**src/rtl/fpa_pkg.sv**
```systemverilog
package fpa_pkg;

    localparam int FRAC_BITS = 8;
    localparam int W         = 32;
    localparam int NB        = W + FRAC_BITS;

    localparam logic [W-1:0] WORD_MAX = {1'b0, {(W-1){1'b1}}};
    localparam logic [W-1:0] WORD_MIN = {1'b1, {(W-1){1'b0}}};

    typedef enum logic [3:0] {
        CMD_ADD      = 4'd0,
        CMD_SUB      = 4'd1,
        CMD_MUL      = 4'd2,
        CMD_DIV      = 4'd3,
        CMD_LT       = 4'd4,
        CMD_GT       = 4'd5,
        CMD_LE       = 4'd6,
        CMD_GE       = 4'd7,
        CMD_EQ       = 4'd8,
        CMD_NE       = 4'd9,
        CMD_MIN      = 4'd10,
        CMD_MAX      = 4'd11,
        CMD_INC      = 4'd12,
        CMD_DEC      = 4'd13,
        CMD_TO_INT   = 4'd14,
        CMD_FROM_INT = 4'd15
    } cmd_t;

    typedef enum logic [1:0] {
        ST_OK       = 2'd0,
        ST_OVERFLOW = 2'd1,
        ST_DIV_ZERO = 2'd2
    } status_t;

    typedef enum logic [1:0] {
        KIND_PLAIN = 2'd0,
        KIND_MUL   = 2'd1,
        KIND_DIV   = 2'd2
    } kind_t;

    typedef struct packed {
        logic            valid;
        kind_t           kind;
        logic            neg;
        logic [W-1:0]    value;
        logic            flag;
        status_t         status;
        logic [2*W-1:0]  prod;
        logic [W-1:0]    dvs;
        logic [W-1:0]    rem;
        logic [NB-1:0]   nq;
    } item_t;

    function automatic logic ovf33(input logic [W:0] v);
        return v[W] != v[W-1];
    endfunction

    function automatic logic [W-1:0] sat33(input logic [W:0] v);
        if (v[W] != v[W-1])
        begin
            return v[W] ? WORD_MIN : WORD_MAX;
        end
        return v[W-1:0];
    endfunction

endpackage

```
**src/rtl/fpa_back.sv**
```systemverilog
module fpa_back (
    input  logic              clk,
    input  logic              rst_n,
    input  fpa_pkg::item_t    item_in,
    output logic              en,
    output logic              out_valid,
    input  logic              out_stall,
    output logic [31:0]       result_value,
    output logic              compare_flag,
    output logic [1:0]        status
);
    import fpa_pkg::*;

    logic [2*W-1:0] qm, qd, q;
    logic           up;
    logic [W-1:0]   fin_value;
    status_t        fin_status;
    logic           fresh, take;

    logic           out_valid_reg, out_valid_next;
    logic [W-1:0]   value_reg, value_next;
    logic           flag_reg, flag_next;
    status_t        status_reg, status_next;
    logic           skid_full_reg, skid_full_next;
    logic [W-1:0]   skid_value_reg, skid_value_next;
    logic           skid_flag_reg, skid_flag_next;
    status_t        skid_status_reg, skid_status_next;

    // For products and quotients, round half away from zero on the magnitude, then apply the sign and clamp.
    always_comb
    begin
        qm = (item_in.prod + (2*W)'(1 << (FRAC_BITS - 1))) >> FRAC_BITS;
        up = {item_in.rem, 1'b0} >= {1'b0, item_in.dvs};
        qd = (2*W)'(item_in.nq) + (2*W)'(up);
        q  = (item_in.kind == KIND_MUL) ? qm : qd;
        fin_value  = item_in.value;
        fin_status = item_in.status;
        if (item_in.kind != KIND_PLAIN)
        begin
            fin_status = ST_OK;
            if (item_in.neg)
            begin
                if (q > (2*W)'(WORD_MIN))
                begin
                    fin_value  = WORD_MIN;
                    fin_status = ST_OVERFLOW;
                end
                else
                begin
                    fin_value = W'(-q);
                end
            end
            else
            begin
                if (q > (2*W)'(WORD_MAX))
                begin
                    fin_value  = WORD_MAX;
                    fin_status = ST_OVERFLOW;
                end
                else
                begin
                    fin_value = q[W-1:0];
                end
            end
        end
    end

    assign en    = !skid_full_reg;
    assign fresh = item_in.valid && en;
    assign take  = out_valid_reg && !out_stall;

    always_comb
    begin
        out_valid_next   = out_valid_reg;
        value_next       = value_reg;
        flag_next        = flag_reg;
        status_next      = status_reg;
        skid_full_next   = skid_full_reg;
        skid_value_next  = skid_value_reg;
        skid_flag_next   = skid_flag_reg;
        skid_status_next = skid_status_reg;
        if (!out_valid_reg || take)
        begin
            if (skid_full_reg)
            begin
                out_valid_next = 1'b1;
                value_next     = skid_value_reg;
                flag_next      = skid_flag_reg;
                status_next    = skid_status_reg;
                skid_full_next = 1'b0;
            end
            else
            begin
                out_valid_next = fresh;
                value_next     = fin_value;
                flag_next      = item_in.flag;
                status_next    = fin_status;
            end
        end
        else if (fresh)
        begin
            skid_full_next   = 1'b1;
            skid_value_next  = fin_value;
            skid_flag_next   = item_in.flag;
            skid_status_next = fin_status;
        end
    end

    always_ff @(posedge clk or negedge rst_n)
    begin
        if (!rst_n)
        begin
            out_valid_reg <= 1'b0;
            skid_full_reg <= 1'b0;
        end
        else
        begin
            out_valid_reg <= out_valid_next;
            skid_full_reg <= skid_full_next;
        end
    end

    always_ff @(posedge clk)
    begin
        value_reg       <= value_next;
        flag_reg        <= flag_next;
        status_reg      <= status_next;
        skid_value_reg  <= skid_value_next;
        skid_flag_reg   <= skid_flag_next;
        skid_status_reg <= skid_status_next;
    end

    assign out_valid    = out_valid_reg;
    assign result_value = value_reg;
    assign compare_flag = flag_reg;
    assign status       = status_reg;

endmodule

```
**config.mk**
```make
export PLATFORM = sky130hd
export DESIGN_NAME = fpa_back
export DESIGN_NICKNAME = d
export VERILOG_FILES = /design/src/rtl/fpa_pkg.sv /design/src/rtl/fpa_back.sv
export SDC_FILE = /design/constraint.sdc
export NUM_CORES = 1
export LEC_CHECK = 0
export BUFFER_PORTS_ARGS = -buffer_cell sky130_fd_sc_hd__buf_2
export CAP_MARGIN = 25
export CORE_MARGIN = 5
export CORE_UTILIZATION = 40
export CTS_BUF_LIST = sky130_fd_sc_hd__clkbuf_8
export DETAILED_ROUTE_END_ITERATION = 12
export GPL_TIMING_DRIVEN = 1
export PLACE_DENSITY = 0.67
export SYNTH_ARGS = -nofsm -noshare
export SYNTH_HDL_FRONTEND = slang
export SYNTH_SLANG_ARGS = --single-unit
```
**constraint.sdc**
```tcl
create_clock -name clk -period 4.2 [get_ports clk]
set_clock_uncertainty 0.2 [all_clocks]
set_input_delay 0.21 -clock clk [delete_from_list [all_inputs] [get_ports clk]]
set_output_delay 0.21 -clock clk [all_outputs]
set_load 0.05 [all_outputs]
```
### Word level (Yosys, flattened, before mapping)

Index checks and enable logic that the tools add are counted.

| cells by class | value |
|---|---|
| add/sub/neg operators | 3 |
| magnitude comparators | 3 |
| equality and inequality tests | 1 |
| muxes and demuxes | 15 |
| bitwise operators | 1 |
| reduce and logical (&&, ||, !) cells | 9 |

Operators by type and width:

| kind | count |
|---|---|
| $mux 32 | 5 |
| $add 64x8->64 const B | 1 |
| $gt 56x31->1 const B | 1 |
| $gt 56x32->1 const B | 1 |
| $mux 56 | 1 |
| $add 40x1->41 | 1 |
| $ge 33x32->1 | 1 |
| $neg 32->32 | 1 |
| $mux 1 | 6 |
| $mux 2 | 3 |
| $reduce_bool 2->1 | 2 |
| $logic_not 1->1 | 3 |
| $eq 2x1->1 const B | 1 |
| $logic_and 1x1->1 | 2 |
| $reduce_and 2->1 | 1 |
| $logic_or 1x1->1 | 1 |
| $not 1->1 | 1 |

| storage, ports and cells | value |
|---|---|
| register bits after elaboration | 72 |
| output and inout port bits | 37 |
| word-level logic and storage cells | 40 |

### Longest topological paths before layout

| depth | value |
|---|---|
| depth in word-level cells | 8 |
| mapped depth | 29 |
| gate-level depth less buffers | 25 |

### Least setup slack after synthesis

Ideal clock, no wire load.

| timing | value |
|---|---|
| path type | input to register |
| start point | input item_in[82] in the netlist's numbering |
| end point | register value_reg[24], in the netlist result_value[24] (data pin) |
| library setup time | 0.268 ns |
| arrival time | 5.352 ns |
| required time | 3.732 ns |
| path slack | -1.621 ns |
| stages on the path | 25 |
| path buffers | 1 |
| cells stage by stage | inv_1 > ha_1 > a21o_1 > a21o_1 > a21o_1 > a21o_1 > a21o_1 > a21o_1 > a21oi_1 > nor3_1 > o31ai_1 > o211ai_1 > ha_1 > ha_1 > clkbuf_1 > nand3_1 > nor3_1 > a31o_2 > a211o_1 > a221oi_1 > nand4_1 > nor3_1 > mux2_2 > a211oi_1 > o31ai_1 |

| between the ends | value |
|---|---|
| longest elaborated chain between the ends | 8 |
| elaborated cells between the ends (all ways) | 11 |

Ends and longest elaborated chain:

| element | RTL line | RTL |
|---|---|---|
| from (decl) | fpa_back.sv:4 | `input fpa_pkg::item_t item_in,` |
| $ge 33x32->1 * | fpa_back.sv:33 | `up = {item_in.rem, 1'b0} >= {1'b0, item_in.dvs};` |
| $add 40x1->41 * | fpa_back.sv:34 | `qd = (2*W)'(item_in.nq) + (2*W)'(up);` |
| $mux 56 * | fpa_back.sv:35 | `q = (item_in.kind == KIND_MUL) ? qm : qd;` |
| $gt 56x31->1 (tied with other cells) | fpa_back.sv:55 | `if (q > (2*W)'(WORD_MAX))` |
| $mux 32 (on tied branches) | fpa_back.sv:55, fpa_back.sv:43 |  |
| $mux 32 * | fpa_back.sv:41 | `if (item_in.neg)` |
| $mux 32 * | fpa_back.sv:38 | `if (item_in.kind != KIND_PLAIN)` |
| $mux 32 * | fpa_back.sv:84 | `if (skid_full_reg)` |
| to (signal assigned) | fpa_back.sv:125 | `value_reg <= value_next;` |
| to (decl) | fpa_back.sv:21 | `logic [W-1:0] value_reg, value_next;` |

Mark *: on every way between the ends. The rest lies on a longest branch, timed or not.
A chain may end at the register's enable or synchronous reset.

### Final worst setup path

| timing | value |
|---|---|
| start point | input item_in[73] in the netlist's numbering |
| end point | register value_reg[26], in the netlist result_value[26] (data pin) |

Same word-level chain as after synthesis.

==> out/qor.yml <==
start_util_pct: 40.8
ir_drop_mv: 0.136
rows: 51
synth_area_leaders: "edfxtp_1 26%, ha_1 5.7%, nor3_1 4.7%"
grt_pass1_vias: 9211
layout_setup_ws_ns: -0.848
clockBufferDepth: 2
synthDistinctLibCells: 77
clock_sinks: 72
synth-seq-cells: 72
wl_per_cell_um: 18.5
place.gp.congestion: 0.937
slew-limit-headroom_pct: 35.8
dr.pass1.iters: 5
clk-insertion-delay-late_ns: 0.36
synth_area_um2: 7970
crit_type: "input port to flop"
grtUsageTotal_pct: 26.0
dr_total_vias: 9481
drtAntennaViolNets: 0
tns_ns: -46.87
drt_iter0_drc: 555
maxCapViolations: 0
drcViolationCount: 0
tightest_slew_ns: 0.960
r2r_slack_ns: 2.22
grt_max_degree: 59
hp-class: "input port to flop"
viasPerCell: 5.66
root_buffer: "clkbuf_8"
overflow: 0
placement.io_buffers: 239
syn_area_per_cell_um2: 7.94
die_h_um: 151
slew_viol_final: 0
cts_made_buffers: 9
worstReg2RegEnd: "skid_value_reg[8]"
drive_above_1_share_pct: 42.5
worstSetupStartpoint: "item_in[73]"
layout-area-overhead-vs-synth_pct: 51.2
synthArstFlopShare_pct: 2.78
critPathArrivalTime_ns: 5.02
io_pins: 247
synth_ff_type: "edfxtp_1"
r2r-start: "skid_full_reg"
drt_wl_total_mm: 30.9
clk_pin_slew_ns: 0.08
total_leakage_power_nw: 4.95
antenna_found_initial: 6
synth_edf_count: 70
min_period_over_period_pct: 120
cp-start-kind: "input port"
worst-r2r-cell-count: 3
rsz0062_at_grt: "true"
final_nets: 1647
core-area_um2: 19500
period_needed_ns: 5.05
hold_violations: 0
cts_tree: "built"
critPathCapture: "result_value[26]"
status: "finished with violations"
dp_hpwl_mm: 24.4
crit_required_ns: 4.17
grt_pass1_wl_mm: 47.4
ys_seq_area_share_pct: 27.0
fill_cells: 1748
finish.utilization_pct: 61.7
htreeDepth: 3
die_w_um: 151
synthTopCellsByCount: "89 x nand2_1, 87 x nor2_1, 75 x nor3_1"
yosysTopAreaCell: "edfxtp_1"
regArea_um2: 2150
crit_path_max_fanout: 7
violations: "setup timing"
powerDensity_nw_per_um2: 213
die_area_um2: 22800
worstSetupEndpointType: "flop"
hold_start: "item_in[173]"
yosys_warnings: 0
syn_inst: 1003
finalSetupViolations: 66
dp_slack_ns: -1.33
max_freq_mhz: 198
syn-num-nets: 1249
yosysTopAreaCellShare_pct: 26.4
synth_most_common_cell: "nand2_1"
multi_input_area_um2: 6190
==> cells by family (layout without fill, tap and decap cells) <==
logic type               after synthesis  count (layout)  share of synthesized area, %
AND/OR/NAND/NOR                      486             486                          32.0
AO/OA/AOI/OAI                        236             236                          22.0
flip-flops                            72              72                          27.0
XOR/XNOR                              52              52                          5.72
buffers and inverters                101             504                          5.06
multiplexers                          20              20                          2.62
adder cells (fa/ha/maj)               36              36                          5.66
other                                  0               3                             0
==> routing by layer <==
metal  share of wire (%)  vias up  global-route usage [%]  wire, µm
met4                 2.1        8                    6.89       656
met1                  41     4393                    33.4     12800
li1                    -     4637                       -         -
met3                 8.8       51                    6.13      2720
met2                  48      392                    44.0     14700
met5                0.14        -                       0        42
==> placed cells by master (no fill, tap or decap), drive strengths merged, types with 12 or more instances in the layout <==
cell | Yosys | final
a21o | 18 | 18
and4 | 15 | 15
xnor2 | 28 | 28
xor2 | 24 | 24
inv | 44 | 46
and3 | 18 | 18
dlygate4sd3 | 0 | 15
nor3 | 75 | 75
nand2 | 89 | 89
nor2 | 88 | 88
or2 | 12 | 12
buf | 10 | 427
mux2i | 13 | 13
or4 | 12 | 12
ha | 36 | 36
nand3 | 55 | 55
nor4 | 27 | 27
o21ai | 30 | 30
a31oi | 12 | 12
edfxtp | 70 | 70
a21oi | 55 | 55
nand4 | 47 | 47
o31ai | 19 | 19
or3 | 18 | 18
==> how the worst min path moves through the flow <==
stage	end	slack [ns]	cells past startpoint
after detailed placement	out_valid	-0.20	1
after floorplan	out_valid	-0.29	0
after CTS	skid_value_reg[2]	0.002	3
final	skid_value_reg[2]	0.01	3
after global placement	out_valid	-0.20	1
after global routing	skid_value_reg[2]	0.02	3
==> area by class of cell <==
cell class                      instances  share of cell area, %
Clock buffer                           10                   1.14
Inverter                               45                   1.57
Timing Repair Buffer                  443                   24.4
Tap cell                              265                   2.75
Clock inverter                          6                  0.748
Antenna cell                            3                 0.0624
Sequential cell                        72                   17.9
Multi-Input combinational cell        830                   51.4
==> worst max-delay path, cell delays in order <==
cell	delay, ns
buf_8	0.10
inv_8	0.04
ha_4	0.18
nor2b_4	0.12
o21a_1	0.16
o21a_1	0.16
o21a_1	0.16
o21a_1	0.17
o21a_1	0.17
o21ai_2	0.12
a21oi_2	0.07
o31ai_2	0.23
o211ai_1	0.13
ha_2	0.23
ha_4	0.18
buf_12	0.12
nand3_4	0.08
nor3_4	0.05
a31o_2	0.25
a211o_1	0.30
a221oi_4	0.34
and4_1	0.23
nand4_1	0.18
a211oi_4	0.31
buf_6	0.16
buf_8	0.13
o211ai_1	0.11
o31ai_1	0.31
==> stage by stage <==
stage / std cells / hold slack, ns / power (W) / instance area [µm²]
after floorplan: 1003 / -0.286 / 0.00144 / 8260
after global placement: 1618 / -0.202 / 0.00185 / 10800
after detailed placement: 1618 / -0.200 / 0.00186 / 10800
after CTS: 1665 / 0.00219 / 0.00254 / 11700
after global routing: 1673 / 0.0248 / 0.00269 / 12000
final: 1674 / 0.0125 / 0.00257 / 12000
==> what timing repair did <==
item / 4_1_cts / 5_1_grt
hold endpoints to repair: 17 / 0
hold buffers: 15 / 0
pin swaps: 58 / 46
setup endpoints to repair: 66 / 66
cloned: 2 / 1
buffers inserted: 18 / 8
resized for setup: 85 / 44
==> report_power, final <==
group	switching, W	total, W	leakage (nW)	internal [W]
Clock	0.000281	0.000635	0.113	0.000354
Sequential	0.0000136	0.000880	0.691	0.000866
Combinational	0.000633	0.00105	4.14	0.000422
Total	0.000928	0.00257	4.95	0.00164
Note: power is estimated with default switching activity, not from simulation.
