===== config.mk =====
export PLATFORM = sky130hd
export DESIGN_NAME = fpa_front
export DESIGN_NICKNAME = d
export VERILOG_FILES = /design/src/rtl/fpa_pkg.sv /design/src/rtl/fpa_front.sv
export SDC_FILE = /design/constraint.sdc
export NUM_CORES = 2
export LEC_CHECK = 0
export BUFFER_PORTS_ARGS = -buffer_cell sky130_fd_sc_hd__buf_2
export CORE_MARGIN = 1
export CORE_UTILIZATION = 48
export DETAILED_ROUTE_END_ITERATION = 16
export PLACE_DENSITY = 0.73
export SYNTH_ARGS = -nofsm -noshare
export SYNTH_HDL_FRONTEND = slang
export SYNTH_SLANG_ARGS = --single-unit

===== constraint.sdc =====
create_clock -name clk -period 1.4 [get_ports clk]
set_clock_uncertainty 0.2 [all_clocks]
set_input_delay 0.28 -clock clk [delete_from_list [all_inputs] [get_ports clk]]
set_output_delay 0.28 -clock clk [all_outputs]
set_load 0.02 [all_outputs]

===== src/rtl/fpa_pkg.sv =====
package fpa_pkg;

    localparam int FRAC_BITS = 8;
    localparam int W         = 32;
    localparam int NB        = W + FRAC_BITS;

    localparam logic [W-1:0] WORD_MAX = {1'b0, {(W-1){1'b1}}};
    localparam logic [W-1:0] WORD_MIN = {1'b1, {(W-1){1'b0}}};

    typedef enum logic [3:0] {
        CMD_ADD      = 4'd0,
        CMD_SUB      = 4'd1,
        CMD_MUL      = 4'd2,
        CMD_DIV      = 4'd3,
        CMD_LT       = 4'd4,
        CMD_GT       = 4'd5,
        CMD_LE       = 4'd6,
        CMD_GE       = 4'd7,
        CMD_EQ       = 4'd8,
        CMD_NE       = 4'd9,
        CMD_MIN      = 4'd10,
        CMD_MAX      = 4'd11,
        CMD_INC      = 4'd12,
        CMD_DEC      = 4'd13,
        CMD_TO_INT   = 4'd14,
        CMD_FROM_INT = 4'd15
    } cmd_t;

    typedef enum logic [1:0] {
        ST_OK       = 2'd0,
        ST_OVERFLOW = 2'd1,
        ST_DIV_ZERO = 2'd2
    } status_t;

    typedef enum logic [1:0] {
        KIND_PLAIN = 2'd0,
        KIND_MUL   = 2'd1,
        KIND_DIV   = 2'd2
    } kind_t;

    typedef struct packed {
        logic            valid;
        kind_t           kind;
        logic            neg;
        logic [W-1:0]    value;
        logic            flag;
        status_t         status;
        logic [2*W-1:0]  prod;
        logic [W-1:0]    dvs;
        logic [W-1:0]    rem;
        logic [NB-1:0]   nq;
    } item_t;

    function automatic logic ovf33(input logic [W:0] v);
        return v[W] != v[W-1];
    endfunction

    function automatic logic [W-1:0] sat33(input logic [W:0] v);
        if (v[W] != v[W-1])
        begin
            return v[W] ? WORD_MIN : WORD_MAX;
        end
        return v[W-1:0];
    endfunction

endpackage


===== src/rtl/fpa_front.sv =====
module fpa_front (
    input  logic              clk,
    input  logic              rst_n,
    input  logic              en,
    input  logic              in_take,
    input  logic [3:0]        cmd,
    input  logic [31:0]       operand_a,
    input  logic [31:0]       operand_b,
    output fpa_pkg::item_t    item_out
);
    import fpa_pkg::*;

    item_t        item_reg;
    item_t        item_next;
    logic [W:0]   sa, sb, sum, diff, incv, decv;
    logic [W-1:0] mag_a, mag_b, bias;
    logic signed [NB-1:0] fi;
    logic         lt, eq, ovf_fi;

    always_comb
    begin
        sa    = {operand_a[W-1], operand_a};
        sb    = {operand_b[W-1], operand_b};
        sum   = sa + sb;
        diff  = sa - sb;
        incv  = sa + (W+1)'(1);
        decv  = sa - (W+1)'(1);
        mag_a = operand_a[W-1] ? (W)'(-operand_a) : operand_a;
        mag_b = operand_b[W-1] ? (W)'(-operand_b) : operand_b;
        lt    = $signed(operand_a) < $signed(operand_b);
        eq    = operand_a == operand_b;
        bias  = operand_a[W-1] ? W'((1 << FRAC_BITS) - 1) : '0;
        fi    = $signed({{FRAC_BITS{operand_a[W-1]}}, operand_a}) <<< FRAC_BITS;
        // The scaled integer fits only when the bits above the word all copy its sign.
        ovf_fi = !((&fi[NB-1:W-1]) || !(|fi[NB-1:W-1]));
    end

    always_comb
    begin
        item_next        = '0;
        item_next.valid  = in_take;
        item_next.kind   = KIND_PLAIN;
        item_next.status = ST_OK;
        item_next.neg    = operand_a[W-1] ^ operand_b[W-1];
        item_next.prod   = mag_a * mag_b;
        item_next.dvs    = mag_b;
        item_next.rem    = '0;
        item_next.nq     = {mag_a, {FRAC_BITS{1'b0}}};
        case (cmd_t'(cmd))
            CMD_ADD:
            begin
                item_next.value  = sat33(sum);
                item_next.status = ovf33(sum) ? ST_OVERFLOW : ST_OK;
            end
            CMD_SUB:
            begin
                item_next.value  = sat33(diff);
                item_next.status = ovf33(diff) ? ST_OVERFLOW : ST_OK;
            end
            CMD_MUL:
            begin
                item_next.kind = KIND_MUL;
            end
            CMD_DIV:
            begin
                if (operand_b == '0)
                begin
                    item_next.status = ST_DIV_ZERO;
                    item_next.value  = operand_a[W-1] ? WORD_MIN :
                                       (operand_a == '0 ? '0 : WORD_MAX);
                end
                else
                begin
                    item_next.kind = KIND_DIV;
                end
            end
            CMD_LT:  item_next.flag = lt;
            CMD_GT:  item_next.flag = !lt && !eq;
            CMD_LE:  item_next.flag = lt || eq;
            CMD_GE:  item_next.flag = !lt;
            CMD_EQ:  item_next.flag = eq;
            CMD_NE:  item_next.flag = !eq;
            CMD_MIN: item_next.value = lt ? operand_a : operand_b;
            CMD_MAX: item_next.value = (!lt && !eq) ? operand_a : operand_b;
            CMD_INC:
            begin
                item_next.value  = sat33(incv);
                item_next.status = ovf33(incv) ? ST_OVERFLOW : ST_OK;
            end
            CMD_DEC:
            begin
                item_next.value  = sat33(decv);
                item_next.status = ovf33(decv) ? ST_OVERFLOW : ST_OK;
            end
            CMD_TO_INT:
            begin
                item_next.value = W'($signed(operand_a + bias) >>> FRAC_BITS);
            end
            CMD_FROM_INT:
            begin
                item_next.value  = ovf_fi ? (operand_a[W-1] ? WORD_MIN : WORD_MAX)
                                          : fi[W-1:0];
                item_next.status = ovf_fi ? ST_OVERFLOW : ST_OK;
            end
            default: item_next.value = '0;
        endcase
    end

    always_ff @(posedge clk or negedge rst_n)
    begin
        if (!rst_n)
        begin
            item_reg <= '0;
        end
        else if (en)
        begin
            item_reg <= item_next;
        end
    end

    assign item_out = item_reg;

endmodule


# Word-level counts from Yosys, hierarchy flattened
# Index checks and enable logic that the tools add are counted.
op_classes:
  n_addsub: 7
  muxes: 41
  reduce_logical: 11
  magnitude_cmp: 1
  n_mul: 1
  bitwise_logic: 1
  n_eq_ne: 20
op_table:
  columns: ["operator", "count"]
  rows:
  - ["32-bit 2-to-1 mux", 20]
  - ["32-bit case mux with 9 select lines", 1]
  - ["32-bit zero test", 2]
  - ["32-bit by 32-bit multiplier with 64-bit output", 1]
  - ["32-bit negation", 2]
  - ["32-bit by 2-bit adder with 33-bit output (second input constant)", 1]
  - ["32-bit by 32-bit adder with 33-bit output", 1]
  - ["32-bit by 2-bit subtractor with 33-bit output (second input constant)", 1]
  - ["32-bit by 32-bit subtractor with 33-bit output", 1]
  - ["32-bit by 8-bit adder with 32-bit output", 1]
  - ["32-bit equality test", 1]
  - ["4-bit equality test (second input constant)", 8]
  - ["32-bit < comparator", 1]
  - ["31-bit 2-to-1 mux", 1]
  - ["4-bit by 3-bit equality test with 1-bit output (second input constant)", 4]
  - ["1-bit 2-to-1 mux", 13]
  - ["2-bit case mux with 6 select lines", 1]
  - ["9-bit AND reduction", 1]
  - ["9-bit OR reduction", 1]
  - ["4-bit by 2-bit equality test with 1-bit output (second input constant)", 2]
  - ["8-bit 2-to-1 mux", 1]
  - ["1-bit case mux with 6 select lines", 1]
  - ["4-bit by 1-bit equality test with 1-bit output (second input constant)", 1]
  - ["4-bit zero test", 1]
  - ["7 further kinds", 14]
totals:
  output_inout_bits: 207
  wordCells: 91
  input_bits: 72
  ff_bits: 167

# Logic depth before layout (Yosys ltp)
depth:
  ltp_word: 6
  ltp_mapped: 40
  depth_no_buf: 36

# Worst setup path after synthesis
# OpenSTA, ideal clock, no wires.
synth_timing:
  path_kind: "input to register"
  startpoint: "input port operand_a[0]"
  endpoint: "register item_reg (netlist bit item_out[166])"
  path_slack_ps: -8804
  t_required_ps: 1075
  setup_ps: 125
  stages: 36
  n_path_buf: 5
  t_arrival_ps: 9879
  cell_sequence: "clkinv_1 > clkbuf_1 > ha_1 > or4b_1 > buf_2 > or3_1 > buf_2 > nor2b_1 > nand2_1 > nand2_1 > xor2_1 > clkbuf_1 > nor2_1 > fa_1 > inv_1 > fa_1 > fa_1 > fa_1 > inv_1 > fa_1 > fa_1 > fa_1 > fa_1 > ha_1 > clkbuf_1 > a21oi_1 > nand2_1 > a31oi_1 > nor3_1 > a21oi_1 > o21ai_0 > a2111oi_0 > o31a_1 > o21ai_0 > xor2_1 > mux2_2"
synth_between:
  elab_chain_len: 3
synth_lines:
  columns: ["item", "line", "text"]
  rows:
  - ["start: declaration", "fpa_front.sv:7", "input logic [31:0] operand_a,"]
  - ["32-bit negation", "fpa_front.sv:28", "mag_a = operand_a[W-1] ? (W)'(-operand_a) : operand_a;"]
  - ["32-bit 2-to-1 mux (*)", "fpa_front.sv:28", null]
  - ["32-bit by 32-bit multiplier with 64-bit output (*)", "fpa_front.sv:45", "item_next.prod = mag_a * mag_b;"]
  - ["end signal: assignment", "fpa_front.sv:117", "item_reg <= item_next;"]
  - ["end: declaration", "fpa_front.sv:13", "item_t item_reg;"]
# Every way passes the cells marked *; elsewhere a longest branch is shown, timed or not.
# A chain may end at the register's enable or synchronous reset.

# Worst setup path in the final report
layout_timing:
  startpoint: "input port operand_a[12]"
  endpoint: "register item_reg (netlist bit item_out[163])"
# The elaborated chain is that of the path after synthesis.

==> impl_metrics.json <==
{
  "outcome": "complete, but fails checks",
  "violations": "setup timing",
  "maxSlewViolCount": 0,
  "netlist_instances": 5705,
  "route.met2.wl_mm": 95.4,
  "drt-met1-wl_mm": 78.7,
  "ys_seq_elements": 167,
  "place.port_buffers": 238,
  "hp-class": "in2reg",
  "fin_ws_ps": -7900,
  "netlist.area_leader.share_pct": 37.7,
  "cp-endpoint": "item_out[163]$_DFFE_PN0P_",
  "ctsRootBufferMaster": "clkbuf_16",
  "cts_sinks": 167,
  "die_x_um": 317,
  "post-place-cells": 8213,
  "drt_pre_antenna_iters": 6,
  "grt.total_usage_pct": 41.7,
  "grt_max_degree": 104,
  "avgRoutedWirePerCell_um": 25.1,
  "overflow": 0,
  "nets": 8411,
  "ant_nets": 0,
  "synth_common_cells": "inv_1, fa_1, nor2_1",
  "cp.arrival_ps": 9520,
  "place.detailed.hpwl_mm": 170,
  "avgSynthCellArea_um2": 8.35,
  "worstPathMaxFanout": 16,
  "timing.rr.start": "item_out[173]$_DFFE_PN0P_",
  "top_layer": "met5",
  "first_global_vias": 50300,
  "gp_congestion": 1.06,
  "reg2reg_slack_ps": -370,
  "slowest_delay_ps": 800,
  "largest_reg_flops": 167,
  "cts_buffers": 17,
  "met3_length_mm": 20.5,
  "layout-drive-gt1-share_pct": 34.9,
  "die_h_um": 317,
  "finalSetupViolCount": 325,
  "fillers": 7607,
  "regArea_um2": 4180,
  "antenna_found_initial": 3,
  "final_cells": 8405,
  "min-delay-start": "en",
  "syn_area_um2": 47600,
  "fp-row-count": 115,
  "grt_pass1_wl_mm": 307,
  "hold_violations": 0,
  "cpMaxStageDelayCell": "nor3_1",
  "synth_top_area_cell": "fa_1",
  "cts_max_level": 4,
  "end_kind": "flop",
  "ys_top_cells_by_area": "fa_1, ha_1, dfrtp_1",
  "cts_tree": "yes",
  "cpMostUsedCell": "fa_1",
  "area_growth_pct": 42.8,
  "critPathLaunch": "operand_a[12]",
  "vias": 48300,
  "synth_edf_count": 0,
  "clk_latency_ps": 530,
  "criticalPathCategory": "in2reg",
  "cp-start-kind": "input port",
  "async_flop_share_pct": 100,
  "grt_setup_unrepaired": "true",
  "viasPerCell": 5.74,
  "ys.flop_type": "dfrtp_1",
  "clock_path_buffers": 2,
  "yosysUniqueCellTypes": 83,
  "max_freq_mhz": 108,
  "yosysWarnings": 0,
  "post-route-period-util_pct": 664,
  "drt_iter0_drc": 4293,
  "core_area_um2": 98300,
  "tightestPinTransition_ps": 986,
  "dieArea_um2": 100000,
  "rr_endpoint": "item_out[173]$_DFFE_PN0P_",
  "ys_seq_area_share_pct": 8.78,
  "relSlewSlack_pct": 33.7,
  "drc": 0,
  "io_pins": 279,
  "initial_utilization_pct": 48.5,
  "final.min_clock_period_ps": 9300,
  "cap_viol_max_count": 0,
  "r2r_cells": 6,
  "yosysMostFrequentCell": "inv_1",
  "finalWirelength_mm": 211,
  "multiInputGateArea_um2": 43400,
  "clk_pin_slew_ps": 90,
  "required_ps": 1620
}
-- kinds of logic (layout without fill, tap and decap cells) --
group / count (synthesis) / in the layout / synth area share, %
and+or+nand+nor: 1799 / 1799 / 15.9
buffers and inverters: 1331 / 2702 / 10.9
adders and majority gates: 1237 / 1237 / 46.6
AOI/OAI and AO/OA: 777 / 778 / 10.1
xor gates and xnor gates: 292 / 292 / 5.37
DFF: 167 / 167 / 8.78
muxes: 101 / 101 / 2.33
other: 1 / 42 / 0.00787
-- per-stage QoR --
| step | TNS, ps | worst slack, ps | utilization, % | cell area, um2 | hold WS, ps |
|---|---|---|---|---|---|
| floorplan | -527880 | -7760 | - | 50800 | -216 |
| global placement | -649390 | -8890 | 63.6 | 62600 | 58.4 |
| detailed placement | -656700 | -9010 | 63.6 | 62600 | 58.8 |
| CTS | -562270 | -7670 | 66.4 | 65300 | 6.50 |
| global route | -595590 | -8250 | 69.2 | 68000 | 38.6 |
| finish | -573820 | -7900 | 69.2 | 68000 | 26.1 |
-- placed cells by master (no fill, tap or decap), types with 36 or more instances in the layout --
| cell type | instances |
|---|---|
| a21o_1 | 49 |
| dfrtp_1 | 167 |
| buf_2 | 222 |
| xor2_1 | 58 |
| buf_4 | 1184 |
| fa_1 | 851 |
| o21ai_0 | 121 |
| nand3_1 | 65 |
| buf_12 | 122 |
| xnor2_2 | 40 |
| nor2_1 | 749 |
| ha_1 | 273 |
| inv_1 | 947 |
| xnor2_1 | 139 |
| buf_6 | 137 |
| mux2_2 | 49 |
| nand2_1 | 583 |
| nand2_2 | 37 |
| a21oi_1 | 193 |
| a21oi_2 | 58 |
| nor3_1 | 36 |
| fa_2 | 47 |
| conb_1 | 40 |
| ha_4 | 60 |
-- how the worst min path moves through the flow --
stage / to / slack [ps] / cells past startpoint
2_1_floorplan: item_out[100]$_DFFE_PN0P_ / -220 / 0
3_3_place_gp: item_out[126]$_DFFE_PN0P_ / 60 / 2
3_5_place_dp: item_out[126]$_DFFE_PN0P_ / 60 / 2
4_1_cts: item_out[168]$_DFFE_PN0P_ / 7 / 4
5_1_grt: item_out[168]$_DFFE_PN0P_ / 40 / 4
6_report: item_out[168]$_DFFE_PN0P_ / 30 / 4
-- critical path: cells and delay by family --
family	cells	cell delay (ps)
fa+ha+maj	9	4110
simple gates	8	1950
buf+inv	14	1810
compound gates	4	780
xor+xnor	2	290
mux	1	260
-- metal layers --
metal / track usage [%] / up-vias
li1: - / 20600
met1: 51.8 / 24100
met2: 66.2 / 2760
met3: 8.90 / 858
met4: 26.3 / 4
met5: 0 / -
-- area by class of cell --
class / instances / area share (%)
Timing Repair Buffer: 1698 / 21.3
Inverter: 973 / 5.49
Multi-Input combinational cell: 4247 / 63.8
Clock inverter: 12 / 0.177
Antenna cell: 2 / 0.00736
Sequential cell: 167 / 6.14
Clock buffer: 19 / 0.666
Tap cell: 1287 / 2.37
-- timing repair --
item | in CTS | in global routing
pin swaps | 150 | 169
hold buffers | 2 | 0
endpoints found under the setup margin | 326 | 326
setup buffers | 65 | 101
gates cloned | 1 | 5
hold endpoints to repair | 168 | 0
gates resized for setup | 346 | 414
Power is left out: the tool's default activity adds up to more than one toggle a clock period on the data nets, which glitch-free logic cannot reach.
