## src/rtl/fpa_pkg.sv

```systemverilog
package fpa_pkg;

    localparam int FRAC_BITS = 8;
    localparam int W         = 32;
    localparam int NB        = W + FRAC_BITS;

    localparam logic [W-1:0] WORD_MAX = {1'b0, {(W-1){1'b1}}};
    localparam logic [W-1:0] WORD_MIN = {1'b1, {(W-1){1'b0}}};

    typedef enum logic [3:0] {
        CMD_ADD      = 4'd0,
        CMD_SUB      = 4'd1,
        CMD_MUL      = 4'd2,
        CMD_DIV      = 4'd3,
        CMD_LT       = 4'd4,
        CMD_GT       = 4'd5,
        CMD_LE       = 4'd6,
        CMD_GE       = 4'd7,
        CMD_EQ       = 4'd8,
        CMD_NE       = 4'd9,
        CMD_MIN      = 4'd10,
        CMD_MAX      = 4'd11,
        CMD_INC      = 4'd12,
        CMD_DEC      = 4'd13,
        CMD_TO_INT   = 4'd14,
        CMD_FROM_INT = 4'd15
    } cmd_t;

    typedef enum logic [1:0] {
        ST_OK       = 2'd0,
        ST_OVERFLOW = 2'd1,
        ST_DIV_ZERO = 2'd2
    } status_t;

    typedef enum logic [1:0] {
        KIND_PLAIN = 2'd0,
        KIND_MUL   = 2'd1,
        KIND_DIV   = 2'd2
    } kind_t;

    typedef struct packed {
        logic            valid;
        kind_t           kind;
        logic            neg;
        logic [W-1:0]    value;
        logic            flag;
        status_t         status;
        logic [2*W-1:0]  prod;
        logic [W-1:0]    dvs;
        logic [W-1:0]    rem;
        logic [NB-1:0]   nq;
    } item_t;

    function automatic logic ovf33(input logic [W:0] v);
        return v[W] != v[W-1];
    endfunction

    function automatic logic [W-1:0] sat33(input logic [W:0] v);
        if (v[W] != v[W-1])
        begin
            return v[W] ? WORD_MIN : WORD_MAX;
        end
        return v[W-1:0];
    endfunction

endpackage

```

## src/rtl/fpa_cell.sv

```systemverilog
module fpa_cell (
    input  logic              clk,
    input  logic              rst_n,
    input  logic              en,
    input  fpa_pkg::item_t    item_in,
    output fpa_pkg::item_t    item_out
);
    import fpa_pkg::*;

    item_t      item_reg;
    item_t      item_next;
    logic [W:0] trial;
    logic       fits;

    // One restoring division step: bring down the next numerator bit and
    // shift the resulting quotient bit in behind it.
    always_comb
    begin
        trial     = {item_in.rem, item_in.nq[NB-1]};
        fits      = trial >= {1'b0, item_in.dvs};
        item_next = item_in;
        item_next.rem = fits ? W'(trial - {1'b0, item_in.dvs}) : trial[W-1:0];
        item_next.nq  = {item_in.nq[NB-2:0], fits};
    end

    always_ff @(posedge clk or negedge rst_n)
    begin
        if (!rst_n)
        begin
            item_reg <= '0;
        end
        else if (en)
        begin
            item_reg <= item_next;
        end
    end

    assign item_out = item_reg;

endmodule

```

## config.mk

```make
export PLATFORM = sky130hd
export DESIGN_NAME = fpa_cell
export DESIGN_NICKNAME = d
export VERILOG_FILES = /design/src/rtl/fpa_pkg.sv /design/src/rtl/fpa_cell.sv
export SDC_FILE = /design/constraint.sdc
export NUM_CORES = 1
export LEC_CHECK = 0
export BUFFER_PORTS_ARGS = -buffer_cell sky130_fd_sc_hd__clkbuf_2
export CAP_MARGIN = 25
export CORE_AREA = 8 8 156 158
export DETAILED_ROUTE_END_ITERATION = 16
export DIE_AREA = 0 0 164 166
export GPL_ROUTABILITY_DRIVEN = 0
export GPL_TIMING_DRIVEN = 0
export PLACE_DENSITY_LB_ADDON = 0.08
export SETUP_SLACK_MARGIN = 0.05
export SLEW_MARGIN = 20
export SYNTH_ARGS = -nofsm -noshare
export SYNTH_HDL_FRONTEND = slang
export SYNTH_SLANG_ARGS = --single-unit
```

## constraint.sdc

```tcl
create_clock -name clk -period 1.85 [get_ports clk]
set_input_delay 0.185 -clock clk [delete_from_list [all_inputs] [get_ports clk]]
set_output_delay 0.185 -clock clk [all_outputs]
set_load 0.01 [all_outputs]
```

# After elaboration in Yosys (flattened, before gate mapping)

Index checks and enable logic that the tools add are counted.

Add/sub/neg operators: 1
Order comparisons: 1
Mux-type cells: 1

Operator list:

| cell                                         | count |
|---|---|
| greater-or-equal comparator 33 x 32 -> 1 bit | 1 |
| two-way mux 32 bit                           | 1 |
| subtractor 32 bit                            | 1 |

Register bits: 207
Input bits: 210

# Depth between registers and ports, before layout

Gate-level depths: netlist (run 1).

Depth after elaboration: 2
Gate-level depth with buffers: 14
Depth with buffers taken out: 12

# Least setup slack after synthesis (run 1)

OpenSTA, ideal clock, no wires.

Path type: input-to-reg
From: input item_in[81] (netlist bit)
To: register item_reg (netlist bit item_out[40])
Library setup time: 0.077 ns
Arrival time: 2.398 ns
Data required time: 1.773 ns
Setup slack: -0.625 ns
Cell stages on the path: 12
Cell sequence: inv_1 ha_1 nand3_2 a211o_1 o21ai_2 a2111oi_4 nor3b_4 o21ai_4 o31ai_4 buf_6 mux2_1 a21oi_1

Longest elaborated chain between the ends: 2

RTL lines:

| item                                         | RTL line       | RTL |
|---|---|---|
| from (decl)                                  | fpa_cell.sv:5  | `input fpa_pkg::item_t item_in,` |
| greater-or-equal comparator 33 x 32 -> 1 bit | fpa_cell.sv:20 | `fits = trial >= {1'b0, item_in.dvs};` |
| two-way mux 32 bit                           | fpa_cell.sv:22 | `item_next.rem = fits ? W'(trial - {1'b0, item_in.dvs}) : trial[W-1:0];` |
| to (signal assigned)                         | fpa_cell.sv:34 | `item_reg <= item_next;` |
| to (decl)                                    | fpa_cell.sv:10 | `item_t item_reg;` |

Every way passes these cells.
A chain may end at the register's enable or synchronous reset.

# Worst setup path in the final report (run 1)

From: input item_in[55] (netlist bit)
To: register item_reg (netlist bit item_out[68])

Longest elaborated chain between the ends: 2
Elaborated cells on any way between the ends: 3

RTL lines:

| item                                                                              | RTL line |
|---|---|
| subtractor 32 bit or greater-or-equal comparator 33 x 32 -> 1 bit (tied branches) | fpa_cell.sv:22, fpa_cell.sv:20 |
| two-way mux 32 bit *                                                              | fpa_cell.sv:22 |

Mark *: on every way between the ends. The rest lies on a longest branch, timed or not.

==> summary.txt, run 1 <==
Final layout
  • Layout area overhead: 64.7%
  • Filler cell count: 1,493
  • Non-Filler Instances: 1,783
  • Total Nets Final: 1,719
  • Flip-flop and latch area: 5180 um2
  • Max reg flops: 207
  • Fin util: 73.4%
  • Area of the multi-input gates: 4930 um2
  • Fin area: 16,200 um2
  • Share of post-route cells with drive strength above 1: 52.1%

Detailed routing
  • Via/cell ratio: 5.08
  • DR pass1 iterations: 4
  • Drt initial violations: 428
  • Via count: 9,054
  • Drt wl/cell: 20.9 um
  • Drt drc: 0
  • Antenna viol nets, final: 0
  • Total Wirelength: 37,300 um

Critical path
  • Worst path max stage delay: 0.45 ns
  • Worst path bufs/invs: 1
  • Type of the worst setup path: input pin to flip-flop
  • Worst reg-to-reg path cell count: 1
  • Flop2flop setup slack: 1.00 ns
  • CP Depth: 11
  • Capture point of the worst reg-to-reg path: item_out[121]
  • Req. time, crit path: 2.21 ns
  • RR Startpoint: item_out[121]
  • Crit path capture: item_out[68]
  • Delay-heaviest family, CP: compound AO/OA/AOI/OAI gates
  • CP Data Arrival Time: 2.54 ns
  • Worst path slowest cell: a311oi_4
  • Beginning of the critical path: item_in[55]
  • Critical Path End Type: flip-flop
  • CP Cell Sequence: clkbuf_2 > ha_4 > nand4_1 > nor4_4 > o211ai_1 > o211ai_1 > nand2_2 > a311oi_4 > nor4_4 > o31ai_2 > a31oi_1
  • Worst-path maximum fanout: 5
  • Crit start category: input pin

Clock tree
  • Clk buf depth: 3
  • CTS tree: done
  • Clk pin slew, worst setup/hold paths: 0.06 ns
  • Worst-Skew Late Latency: 0.51 ns
  • Clk root buf: clkbuf_16
  • Total CTS buffers: 24
  • Clock sink count: 207
  • CTS H-tree depth: 1

Die
  • Die Wd: 164 um
  • Core ar.: 22,100 um2
  • Rows: 55
  • Ports: 417
  • Initial Util: 44.6%
  • Die Y: 166 um
  • Die footprint: 27,200 um2

Synth
  • Sequential-to-total area share from yosys stat: 52.6%
  • Post-synth top cells: dfrtp_1, mux2_2, a21oi_1
  • Synth top area share: 52.6%
  • Yosys warns: 0
  • Register bit total from synthesis: 207
  • Post-Syn Nets: 1,042
  • Area leader, netlist: dfrtp_1
  • Top_reg_cell synth: dfrtp_1
  • Asr flop ratio synth: 100%
  • Most frequent cell after synthesis: dfrtp_1
  • EDFF count, synth: 0
  • Synth Instances: 799
  • Synth Area per Inst: 12.3 um2
  • Post-Synthesis Cell Area: 9850 um2
  • Synth unique cells: 58
  • Synth top area cells: dfrtp_1, mux2_2, ha_1

GRT
  • Largest net degree at the start of global routing: 74
  • Grt total ovfl: 0
  • Number of global-route vias before repair: 10,000
  • Tot GR Track Use: 26.2%
  • First-pass GRT wire length: 56,100 um
  • Initial antenna violation count: 8

Power
  • Peak VDD IR: 825 uV
  • Cell Pwr Density: 845 nW/um2
  • Leakage power: 7.74 nW
  • Tot Pwr: 13.7 mW

Timing
  • Slew Limit Fails: 0
  • Final setup viols: 33
  • Worst Tran Pin Value: 0.635 ns
  • Hold_ws: 0.000114 ns
  • Final Hold Vio Count: 0
  • Final setup TNS: -6.71 ns
  • Period utilisation layout: 117%
  • Period minus WS final: 2.17 ns
  • Final setup margin: -0.323 ns
  • RSZ-0062 raised after global routing: yes
  • Fin Clk Skew: 0 ns
  • Max Clk Rate: 0.460 GHz
  • Worst rel slew slack: 56.6%

Placed design
  • DP HPWL: 25,800 um
  • I/O Buffers: 415
  • DP Worst Slack: -1.29 ns
  • Placed cell areas: 12,600 um2
  • Placed cell count: 1,501

Run
  • Max cap viols: 0

Worst hold path
  • Hold Crit Class: input pin to flip-flop

Status
  • Run status: finished, violations left
  • Failing checks: setup timing
## cell usage in the layout (no fill, tap or decap), drive strengths merged, types with 3 or more instances in the layout
cell type	Yosys	routed
nand2	28	28
o31ai	4	4
nor2	38	38
ha	32	32
nand3	11	11
nor2b	4	4
o311ai	3	3
nor3	4	4
xnor2	18	18
nand2b	8	8
inv	46	47
dlygate4sd3	0	190
xor2	10	10
clkbuf	30	470
mux2	177	177
a2111oi	3	3
nor4	5	5
mux2i	22	22
a31oi	3	3
nand4	4	4
o22ai	3	3
buf	5	64
and2	4	4
a21oi	64	64
diode	0	7
a21o	10	10
o21ai	18	18
o211ai	8	8
o21bai	4	4
dfrtp	207	207
o21a	4	4
## metal layers
layer	track usage, %	share of wire (%)
met5	0	0
met1	29.1	36
met4	12.3	4.6
met3	6.84	7.3
met2	45.7	52
## cells by family after synthesis
kind of cell	Yosys count	share of synthesized area, %
adders and majority gates	33	4.27
xor gates and xnor gates	28	2.49
and+or+nand+nor	113	5.61
muxes	199	22.5
buffers and inverters	81	3.40
DFF	207	52.6
AOI/OAI and AO/OA	138	9.18
## power breakdown
group,switching [mW],total [mW],internal [mW]
Clock,1.85,4.69,2.84
Sequential,0.303,5.35,5.05
Combinational,1.82,3.67,1.85
Total,3.97,13.7,9.74
## area by class of cell
type                    count  share of cell area, %
diodes                      7                  0.108
plain buffers              31                   1.00
clock buffers              38                   4.53
clock inverters             3                  0.270
inverters                  46                   1.22
multi-input cells         511                   30.4
flip-flops and latches    207                   31.9
well taps                 285                   2.20
repair buffers            655                   28.4
## worst min path at each step
stage	start	end	slack, ns	depth (start not counted)
detailed placement	rst_n	item_out[81]	0.25	1
global placement	item_in[136]	item_out[136]	0.42	2
floorplan	rst_n	item_out[0]	-0.11	0
CTS	item_in[42]	item_out[43]	0.0009	3
finish	item_in[48]	item_out[49]	0.0001	3
global route	item_in[48]	item_out[49]	0.001	3
## what timing repair did
| action | CTS | global route |
|---|---|---|
| pin swaps | 42 | 56 |
| hold buffers | 189 | 1 |
| endpoints found under the setup margin | 125 | 85 |
| hold endpoints to repair | 258 | 1 |
| cloned | 2 | 1 |
| gates resized for setup | 52 | 69 |
| buffers inserted | 30 | 19 |
No activity file was read; power rests on OpenSTA's default activity.
==> run 2: changes to the inputs <==
--- a/config.mk
+++ b/config.mk
@@ -5,6 +5,7 @@
 export SDC_FILE = /design/constraint.sdc
 export NUM_CORES = 1
 export LEC_CHECK = 0
+export ABC_AREA = 1
 export BUFFER_PORTS_ARGS = -buffer_cell sky130_fd_sc_hd__clkbuf_2
 export CAP_MARGIN = 25
 export CORE_AREA = 8 8 156 158
@@ -14,7 +15,6 @@
 export GPL_TIMING_DRIVEN = 0
 export PLACE_DENSITY_LB_ADDON = 0.08
 export SETUP_SLACK_MARGIN = 0.05
-export SLEW_MARGIN = 20
 export SYNTH_ARGS = -nofsm -noshare
 export SYNTH_HDL_FRONTEND = slang
 export SYNTH_SLANG_ARGS = --single-unit
==> run 2 against run 1 <==
Against the previous run: the run now ends clean; utilization shrank 1.6 points; non-clock buffer count shrank 33; power down 5.9%; die area unchanged; worst setup slack gained 0.48 ns; critical path type unchanged; largest cell class unchanged.
==> summary.txt, run 2 <==
Timing
  • Slew Limit Fails: 0 (unchanged)
  • Final setup viols: 0 (was 33)
  • Period minus WS final: 1.69 ns (was 2.17 ns)
  • Fin Clk Skew: 0 ns (unchanged)
  • Final setup margin: 0.160 ns (was -0.323 ns)
  • Final Hold Vio Count: 0 (unchanged)
  • Hold_ws: 0.0172 ns (was 0.000114 ns)
  • RSZ-0062 raised after global routing: no (was yes)
  • Worst rel slew slack: 39.5% (was 56.6%)
  • Final setup TNS: 0 ns (was -6.71 ns)
  • Worst Tran Pin Value: 0.908 ns (was 0.635 ns)
  • Max Clk Rate: 0.592 GHz (was 0.460 GHz)
  • Period utilisation layout: 91.4% (was 117%)

Synth
  • Top_reg_cell synth: dfrtp_1 (unchanged)
  • Post-Syn Nets: 1,736 (was 1,042)
  • Post-Synthesis Cell Area: 10,800 um2 (was 9850 um2)
  • Sequential-to-total area share from yosys stat: 48.1% (was 52.6%)
  • Synth top area share: 48.1% (was 52.6%)
  • Synth unique cells: 27 (was 58)
  • EDFF count, synth: 0 (unchanged)
  • Register bit total from synthesis: 207 (unchanged)
  • Synth Instances: 1,493 (was 799)
  • Synth top area cells: dfrtp_1, nand2_1, inv_1 (was dfrtp_1, mux2_2, ha_1)
  • Most frequent cell after synthesis: nand2_1 (was dfrtp_1)
  • Post-synth top cells: nand2_1, dfrtp_1, inv_1 (was dfrtp_1, mux2_2, a21oi_1)
  • Area leader, netlist: dfrtp_1 (unchanged)
  • Asr flop ratio synth: 100% (unchanged)
  • Yosys warns: 0 (unchanged)
  • Synth Area per Inst: 7.21 um2 (was 12.3 um2)

Die
  • Die footprint: 27,200 um2 (unchanged)
  • Ports: 417 (unchanged)
  • Core ar.: 22,100 um2 (unchanged)
  • Die Y: 166 um (unchanged)
  • Rows: 55 (unchanged)
  • Initial Util: 48.7% (was 44.6%)
  • Die Wd: 164 um (unchanged)

Clock tree
  • Total CTS buffers: 23 (was 24)
  • CTS H-tree depth: 1 (unchanged)
  • Clk root buf: clkbuf_16 (unchanged)
  • Worst-Skew Late Latency: 0.52 ns (was 0.51 ns)
  • Clk buf depth: 3 (unchanged)
  • Post-CTS Setup Inserts: 0 (was 30)
  • Clk pin slew, worst setup/hold paths: 0.06 ns (about the same)
  • CTS tree: done (unchanged)
  • Clock sink count: 207 (unchanged)

Run
  • Max cap viols: 0 (unchanged)

Critical path
  • CP Data Arrival Time: 2.10 ns (was 2.54 ns)
  • Crit start category: input pin (unchanged)
  • Type of the worst setup path: input pin to flip-flop (unchanged)
  • Critical Path End Type: flip-flop (unchanged)
  • Worst-path maximum fanout: 4 (was 5)
  • Req. time, crit path: 2.26 ns (was 2.21 ns)

Final layout
  • Filler cell count: 1,761 (was 1,493)
  • Most common cell after layout, fill and taps aside: nand2_1 (was clkbuf_2)
  • Non-Filler Instances: 2,418 (was 1,783)
  • Layout area overhead: 47.4% (was 64.7%)
  • Share of post-route cells with drive strength above 1: 23.1% (was 52.1%)
  • Most frequent cells in the layout: nand2_1, clkbuf_2, dfrtp_1 (was clkbuf_2, dfrtp_1, dlygate4sd3_1)
  • Total Nets Final: 2,359 (was 1,719)
  • Max reg flops: 207 (unchanged)

Detailed routing
  • Antenna viol nets, final: 0 (unchanged)
  • Total Wirelength: 41,100 um (was 37,300 um)
  • Drt wl/cell: 17.0 um (was 20.9 um)
  • Via/cell ratio: 4.88 (was 5.08)
  • DR pass1 iterations: 5 (was 4)
  • Drt drc: 0 (unchanged)
  • Routed met1 length: 15,900 um (was 13,600 um)
  • Met3 routed WL: 3790 um (was 2720 um)
  • Drt initial violations: 745 (was 428)
  • Via count: 11,800 (was 9,054)
  • Uppermost layer routed: met5 (was met4)
  • WL met2: 19,100 um (was 19,300 um)

Placed design
  • I/O Buffers: 415 (unchanged)
  • DP HPWL: 30,400 um (was 25,800 um)
  • DP Worst Slack: -0.435 ns (was -1.29 ns)
  • Placed cell count: 2,195 (was 1,501)

GRT
  • Grt total ovfl: 0 (unchanged)
  • First-pass GRT wire length: 63,900 um (was 56,100 um)
  • Number of global-route vias before repair: 11,900 (was 10,000)
  • Initial antenna violation count: 6 (was 8)
  • Tot GR Track Use: 29.5% (was 26.2%)
  • Largest net degree at the start of global routing: 88 (was 74)

Power
  • Peak VDD IR: 651 uV (was 825 uV)
  • Cell Pwr Density: 813 nW/um2 (was 845 nW/um2)
  • Leakage power: 9.20 nW (was 7.74 nW)

Status
  • Run status: completed (was finished, violations left)

Worst hold path
  • Hold Crit Class: input pin to flip-flop (unchanged)
run 2: changes by cell type in the layout (fill, tap and decap cells not counted), moves of 21 or more:
| cell | previous run | this run |
|---|---|---|
| mux2_2 | 174 | 0 |
| o21ai_0 | 9 | 33 |
| buf_4 | 37 | 0 |
| nand3_1 | 2 | 66 |
| mux2i_1 | 21 | 0 |
| nand2_1 | 25 | 800 |
| a21oi_1 | 51 | 18 |
| nand3b_1 | 0 | 26 |
| inv_1 | 33 | 159 |
run 2: worst max-delay path: stages:
cell	delay [ns]
clkbuf_2	0.08
inv_1	0.05
ha_1	0.23
fa_1	0.43
inv_1	0.11
nand3_1	0.07
nand3_1	0.22
nand2_1	0.09
nand3_1	0.15
nand3_1	0.17
nand3_1	0.11
nand3_1	0.09
nand2_1	0.08
nand2_1	0.05
run 2: area by class of cell:
class	count	area [um2]	area share, %
clock buffer	27	601	3.79
timing repair buffer	598	3950	24.9
clock inverter	9	118	0.741
buffer	55	264	1.66
sequential	207	5180	32.6
tap	285	357	2.25
multi-input combinational	1069	4770	30.1
inverter	162	608	3.83
antenna	6	15.0	0.0946
run 2: power by group:
part           internal [mW]  switching [mW]
clock                   2.60            1.87
combinational           1.31            1.88
sequential              4.99           0.258
run 2: cell families after synthesis:
logic type	after synthesis	share of synthesized area (%)
simple gates	966	36.1
flops	207	48.1
xor+xnor	14	1.14
fa+ha+maj	33	3.91
buf+inv	217	8.00
compound gates	56	2.70
run 2: path summary, 6_finish.rpt:
path / startpoint / endpoint / slack, ns / depth (start not counted)
max: item_in[39] / item_out[68] / 0.16 / 14
min: item_in[60] / item_out[61] / 0.02 / 4
max reg2reg: item_out[110] / item_out[110] / 1.15 / 2
min reg2reg: item_out[18] / item_out[18] / 0.47 / 2
max in group asynchronous: rst_n / item_out[179] / 0.91 / 3
min in group asynchronous: rst_n / item_out[89] / 0.16 / 2
run 2: stage by stage:
step | power (mW) | area (um2) | util, %
floorplan | 6.81 | 10800 | -
global placement | 8.07 | 13200 | 59.7
detailed placement | 8.14 | 13300 | 60.0
CTS | 12.9 | 15800 | 71.5
global route | 13.5 | 15900 | 71.8
finish | 12.9 | 15900 | 71.8
run 2: timing repair:
action / in CTS / in global routing
resized for setup: 0 / 18
setup endpoints to repair: 0 / 31
hold buffers: 181 / 0
endpoints found under the hold margin: 221 / 0
run 2: per-layer routing:
metal / up-vias / track usage [%]
met5: - / 0
met4: 4 / 15.6
met3: 132 / 8.75
met2: 521 / 48.2
met1: 5376 / 34.4
li1: 5764 / -
